==> src/rtl/core/shac_pkg.sv <==
// ----------------------------------------------------------------------------
// shac_pkg
// shared types, angle constants and helper functions of the hour angle core
// ----------------------------------------------------------------------------
package shac_pkg;

  // degrees with 16 fraction bits
  localparam logic signed [25:0] FULL_TURN    = 26'sd23592960;
  localparam logic signed [25:0] HALF_TURN    = 26'sd11796480;
  localparam logic signed [25:0] QUARTER_TURN = 26'sd5898240;
  localparam logic signed [25:0] NEG_HALF     = -26'sd11796480;
  localparam logic signed [25:0] NEG_QUARTER  = -26'sd5898240;
  localparam logic [24:0]        HALF_TURN_U  = 25'd11796480;
  localparam logic [29:0]        FULL_TURN_U  = 30'd23592960;

  // q30 start value of the rotation, pre-scaled by the gain
  localparam logic signed [31:0] CORDIC_GAIN  = 32'sd652032874;
  localparam int                 CORDIC_ITERS = 16;

  // width of a quotient of the argument division
  localparam int QUOT_BITS   = 31;
  // bits of the hour angle search
  localparam int SEARCH_BITS = 25;

  typedef struct packed {
    logic signed [25:0] z;
    logic               neg;
  } fold_t;

  // sideband carried alongside one search rotation
  typedef struct packed {
    logic [24:0]        h;
    logic [24:0]        t;
    logic               cand_ok;
    logic signed [31:0] carg;
    logic               nosol;
  } srch_sb_t;

  function automatic logic signed [25:0] atan_deg16(input int i);
    logic signed [25:0] r;
    case (i)
      0:       r = 26'sd2949120;
      1:       r = 26'sd1740967;
      2:       r = 26'sd919879;
      3:       r = 26'sd466945;
      4:       r = 26'sd234379;
      5:       r = 26'sd117304;
      6:       r = 26'sd58666;
      7:       r = 26'sd29335;
      8:       r = 26'sd14668;
      9:       r = 26'sd7334;
      10:      r = 26'sd3667;
      11:      r = 26'sd1833;
      12:      r = 26'sd917;
      13:      r = 26'sd458;
      14:      r = 26'sd229;
      15:      r = 26'sd115;
      default: r = 26'sd0;
    endcase
    return r;
  endfunction

  // fold an angle in [-180,180) into [-90,90], flag a negated cosine
  function automatic fold_t fold_angle(input logic signed [25:0] z);
    fold_t r;
    r.z   = z;
    r.neg = 1'b0;
    if (z > QUARTER_TURN) begin
      r.z   = HALF_TURN - z;
      r.neg = 1'b1;
    end else if (z < NEG_QUARTER) begin
      r.z   = NEG_HALF - z;
      r.neg = 1'b1;
    end
    return r;
  endfunction

  // reduce an angle of up to 2^27 magnitude modulo a full turn, then fold
  function automatic fold_t reduce_angle(input logic signed [29:0] v);
    logic [29:0]        u;
    logic signed [25:0] z;
    u = 30'(v) + (FULL_TURN_U << 3);
    for (int k = 3; k >= 0; k--) begin
      if (u >= (FULL_TURN_U << k)) begin
        u = u - (FULL_TURN_U << k);
      end
    end
    z = signed'(u[25:0]);
    if (z >= HALF_TURN) begin
      z = z - FULL_TURN;
    end
    return fold_angle(z);
  endfunction

endpackage

==> src/rtl/core/shac_cordic.sv <==
// ----------------------------------------------------------------------------
// shac_cordic
// sixteen-stage rotation pipeline giving q30 sine and cosine of a folded angle
// ----------------------------------------------------------------------------
module shac_cordic #(
  parameter int SBW = 1
) (
  input  logic               clk,
  input  logic               rst,
  input  logic               en,
  input  logic               in_valid,
  input  logic signed [25:0] in_z,
  input  logic               in_neg,
  input  logic [SBW-1:0]     in_sb,
  output logic               out_valid,
  output logic signed [31:0] out_sin,
  output logic signed [31:0] out_cos,
  output logic [SBW-1:0]     out_sb
);

  localparam int N = shac_pkg::CORDIC_ITERS;

  logic               vld [1:N];
  logic signed [31:0] cx  [1:N];
  logic signed [31:0] cy  [1:N];
  logic signed [25:0] cz  [1:N];
  logic               cn  [1:N];
  logic [SBW-1:0]     csb [1:N];

  for (genvar i = 0; i < N; i++) begin : g_stage
    logic               v_in;
    logic signed [31:0] x_in;
    logic signed [31:0] y_in;
    logic signed [25:0] z_in;
    logic               n_in;
    logic [SBW-1:0]     sb_in;

    if (i == 0) begin : g_first
      assign v_in  = in_valid;
      assign x_in  = shac_pkg::CORDIC_GAIN;
      assign y_in  = '0;
      assign z_in  = in_z;
      assign n_in  = in_neg;
      assign sb_in = in_sb;
    end else begin : g_next
      assign v_in  = vld[i];
      assign x_in  = cx[i];
      assign y_in  = cy[i];
      assign z_in  = cz[i];
      assign n_in  = cn[i];
      assign sb_in = csb[i];
    end

    always_ff @(posedge clk) begin
      if (rst) begin
        vld[i+1] <= 1'b0;
      end else if (en) begin
        vld[i+1] <= v_in;
      end
    end

    always_ff @(posedge clk) begin
      if (en) begin
        if (z_in >= 0) begin
          cx[i+1] <= x_in - (y_in >>> i);
          cy[i+1] <= y_in + (x_in >>> i);
          cz[i+1] <= z_in - shac_pkg::atan_deg16(i);
        end else begin
          cx[i+1] <= x_in + (y_in >>> i);
          cy[i+1] <= y_in - (x_in >>> i);
          cz[i+1] <= z_in + shac_pkg::atan_deg16(i);
        end
        cn[i+1]  <= n_in;
        csb[i+1] <= sb_in;
      end
    end
  end

  assign out_valid = vld[N];
  assign out_sin   = cy[N];
  assign out_cos   = cn[N] ? -cx[N] : cx[N];
  assign out_sb    = csb[N];

endmodule

==> config.mk <==
export PLATFORM = sky130hd
export DESIGN_NAME = shac_cordic
export DESIGN_NICKNAME = d
export VERILOG_FILES = /design/src/rtl/core/shac_pkg.sv /design/src/rtl/core/shac_cordic.sv
export SDC_FILE = /design/constraint.sdc
export NUM_CORES = 2
export LEC_CHECK = 0
export ABC_CLOCK_PERIOD_IN_PS = 5000
export BUFFER_PORTS_ARGS = -buffer_cell sky130_fd_sc_hd__buf_2
export CORE_MARGIN = 1
export CORE_UTILIZATION = 45
export DETAILED_ROUTE_END_ITERATION = 7
export PLACE_DENSITY_LB_ADDON = 0.3
export SYNTH_ARGS = -nofsm -noshare
export SYNTH_HDL_FRONTEND = slang
export SYNTH_SLANG_ARGS = --single-unit
==> constraint.sdc <==
create_clock -name clk -period 5 [get_ports clk]
set_clock_uncertainty 0.05 [all_clocks]
set_input_delay 0.25 -clock clk [delete_from_list [all_inputs] [get_ports clk]]
set_output_delay 0.25 -clock clk [all_outputs]
set_load 0.005 [all_outputs]
==> results by group <==
Layout
  – Fillers: 22640
  – Layout cell share with drive strength beyond 1: under 10%
  – Layout area overhead: 11.48%
  – Final Net Count: around 13000
  – Final Non-Filler Cells: 15590

Detailed routing
  – First drt pass iteration count: 6
  – DRT Wirelength: roughly 300 mm
  – Vias per Instance: 5.762
  – Vias: 89830
  – DRT iter0 DRCs: between 6000 and 7000
  – ANT nets after route: 0
  – DRC errors left: 0
  – Per-cell routed wire length: ~19 um

Place
  – Placed instance count: 15210
  – DP HPWL: 235.8 mm
  – I/O Buffers: 97
  – Gpl congestion: 0.9701

Synth
  – Netlist cell types: about 120
  – Post-synth top area cell: edfxtp_1
  – EDFF count, synth: 1350
  – Synthesis Warnings: 0
  – Post-synth ARST share: 0%
  – Register area share after synthesis: roughly 36%
  – Mapped Cells: 11740
  – Primary FF master, synth: edfxtp_1
  – Syn nets: 12970
  – Seq cells post-synth: 1350
  – Area of the mapped netlist: 112800 um^2
  – Top cell type's share of synthesized area: 35.95%
  – Synth top area cells: edfxtp_1 36%, ha_1 13%, xnor2_1 8.8%
  – Syn Area/Cell: 9.606 um^2

Floorplan
  – Row count: 183
  – DIE HEIGHT: 502.6 um
  – Boundary Pins: approximately 100
  – Initial Utilization: 45.31%
  – DIE AREA: 252600 um^2
  – Core Footprint: roughly 250000 um^2
  – Width of the chip: 502.6 um

Worst setup path
  – Worst Path Arrival: about 5.3 ns
  – Critical path class: flip-flop to flip-flop
  – CP Launch Type: flip-flop
  – Worst EP required: 5.50 ns
  – CP Max Fanout: 3
  – Crit. End Element: flip-flop

Worst hold path
  – Worst hold path type: primary input to flip-flop

CTS
  – Clk sinks: approximately 1400
  – Clk_lat worst skew: 0.81 ns
  – TritonCTS clock tree: built
  – Bufs on Longest Clock Path: 3
  – Root Buffer: clkbuf_16
  – CTS buffer count: around 160
  – H-tree Lvls: 4
  – Clock Pin Slew Worst Setup and Hold Paths: 0.06 ns

Timing
  – Worst slew pin tran: ~1.2 ns
  – Slew Viols, Final: 0
  – Headroom to the max-slew limit: roughly a fifth
  – Max frequency: between 200 and 250 MHz
  – Setup-violating endpoint count in the final report: 0
  – RSZ-0062 raised after global routing: yes
  – Hold Fails Final Rpt: 0
  – Final min period: 4.831 ns
  – Tcrit/Tclk final: between 90 and 100%

Global routing
  – Global-route wire length before repair: between 400 and 500 mm
  – Vias in the first global route: between 80000 and 90000
  – Largest net degree at the start of global routing: roughly 200
  – Grt ovf: 0
  – Initial antenna violation count: 8
  – Total Routing Usage GR: a little under a quarter

Flow run
  – Max_cap viols: 0

Outcome
  – Status: finished clean
==> cell type report <==
class	count	area [um^2]	area share [%]
Clock buffer	191	4248	3.379
Sequential cell	1350	40540	32.24
Antenna cell	6	15.01	0.01194
Multi-Input combinational cell	9545	69460	55.25
Clock inverter	114	1365	1.086
Inverter	526	1976	1.571
Tap cell	3330	4167	3.314
Timing Repair Buffer	528	3956	3.147
==> critical path, cell delays in order (launching register included) <==
cell	delay (ns)
edfxtp_1	0.37
or3_1	0.38
or3_1	0.32
or2_2	0.31
nor2_2	0.12
nand2_1	0.10
nor4_2	0.29
nor2_1	0.09
xor2_1	0.17
buf_4	0.15
ha_1	0.32
a21o_1	0.19
a21o_1	0.18
a21oi_2	0.14
o21ai_0	0.12
a31oi_2	0.28
o21ai_2	0.11
a21oi_2	0.17
o21ai_2	0.09
a2111o_1	0.38
a21oi_2	0.16
xnor2_1	0.07
==> registers in the layout, summed over array words and instances (netlist names) <==
name,flops
cy,481
cn,16
csb,16
vld,16
cx,456
cz,365
==> path summary, 6_finish.rpt <==
| path | from | to | slack, ns | depth (start not counted) |
|---|---|---|---|---|
| setup / recovery | cy[0][170]$_DFFE_PP_ | cx[0][223]$_DFFE_PP_ | 0.17 | 21 |
| hold / removal | in_z[11] | cz[0][37]$_DFFE_PP_ | 0.07 | 2 |
| setup reg to reg | cy[0][170]$_DFFE_PP_ | cx[0][223]$_DFFE_PP_ | 0.17 | 21 |
| hold reg to reg | cn[0][11]$_DFFE_PP_ | cn[0][12]$_DFFE_PP_ | 0.37 | 0 |
==> through the flow <==
| stage | utilization, % | hold slack, ns | setup WS [ns] | cell area, um^2 | setup TNS, ns |
|---|---|---|---|---|---|
| floorplan | - | 0.2989 | 0.1322 | 112800 | 0 |
| global placement | 47.77 | 0.3521 | -0.4648 | 118900 | -1.236 |
| detailed placement | 47.77 | 0.3545 | -0.5204 | 118900 | -1.481 |
| CTS | 50.19 | 0.01144 | 0.01210 | 124900 | 0 |
| global route | 50.51 | 0.05049 | -0.1358 | 125700 | -0.4236 |
| finish | 50.51 | 0.07399 | 0.1690 | 125700 | 0 |
==> layout by cell type, fill, tap and decap left out, types with 102 or more instances in the layout <==
cell type  count
a31oi_1      102
nor2_1       850
a21oi_1     1117
or3_1        111
xor2_1       621
clkbuf_16    166
nand2b_1     179
inv_1        515
o31ai_1      123
nand3_1      175
o21bai_1     127
a21o_1       559
nand2_1      687
edfxtp_1    1350
xnor2_1     1132
nor2b_1      143
nor3_1       246
buf_4        383
o21a_1       162
o21ai_0      625
ha_1        1170
==> synthesized netlist by cell type (211+ instances only) <==
master,count
edfxtp_1,1350
ha_1,1173
xnor2_1,1133
a21oi_1,1129
nor2_1,856
nand2_1,688
o21ai_0,645
xor2_1,621
a21o_1,559
inv_1,515
nor3_1,256
clkbuf_1,211
==> cell families after synthesis <==
logic type	synth area share (%)
compound gates	20.05
xor+xnor	13.66
fa+ha+maj	13.68
buf+inv	2.981
flops	35.95
mux	0.9120
simple gates	12.77
==> routing by layer <==
metal	track usage (%)	share of wire (%)	vias up
met5	0	0.0070	-
met4	6.527	2.7	4
met2	38.14	46	2208
met3	2.786	5.0	431
met1	31.75	46	43070
li1	-	-	44120
==> repair_timing <==
item,CTS,global route
pin swaps,2,36
endpoints found under the setup margin,6,80
buffers inserted,1,31
resized for setup,2,136
hold buffers,38,0
hold endpoints to repair,73,0
Power is left out: the tool's default activity adds up to more than one toggle a clock period on the data nets, which glitch-free logic cannot reach.
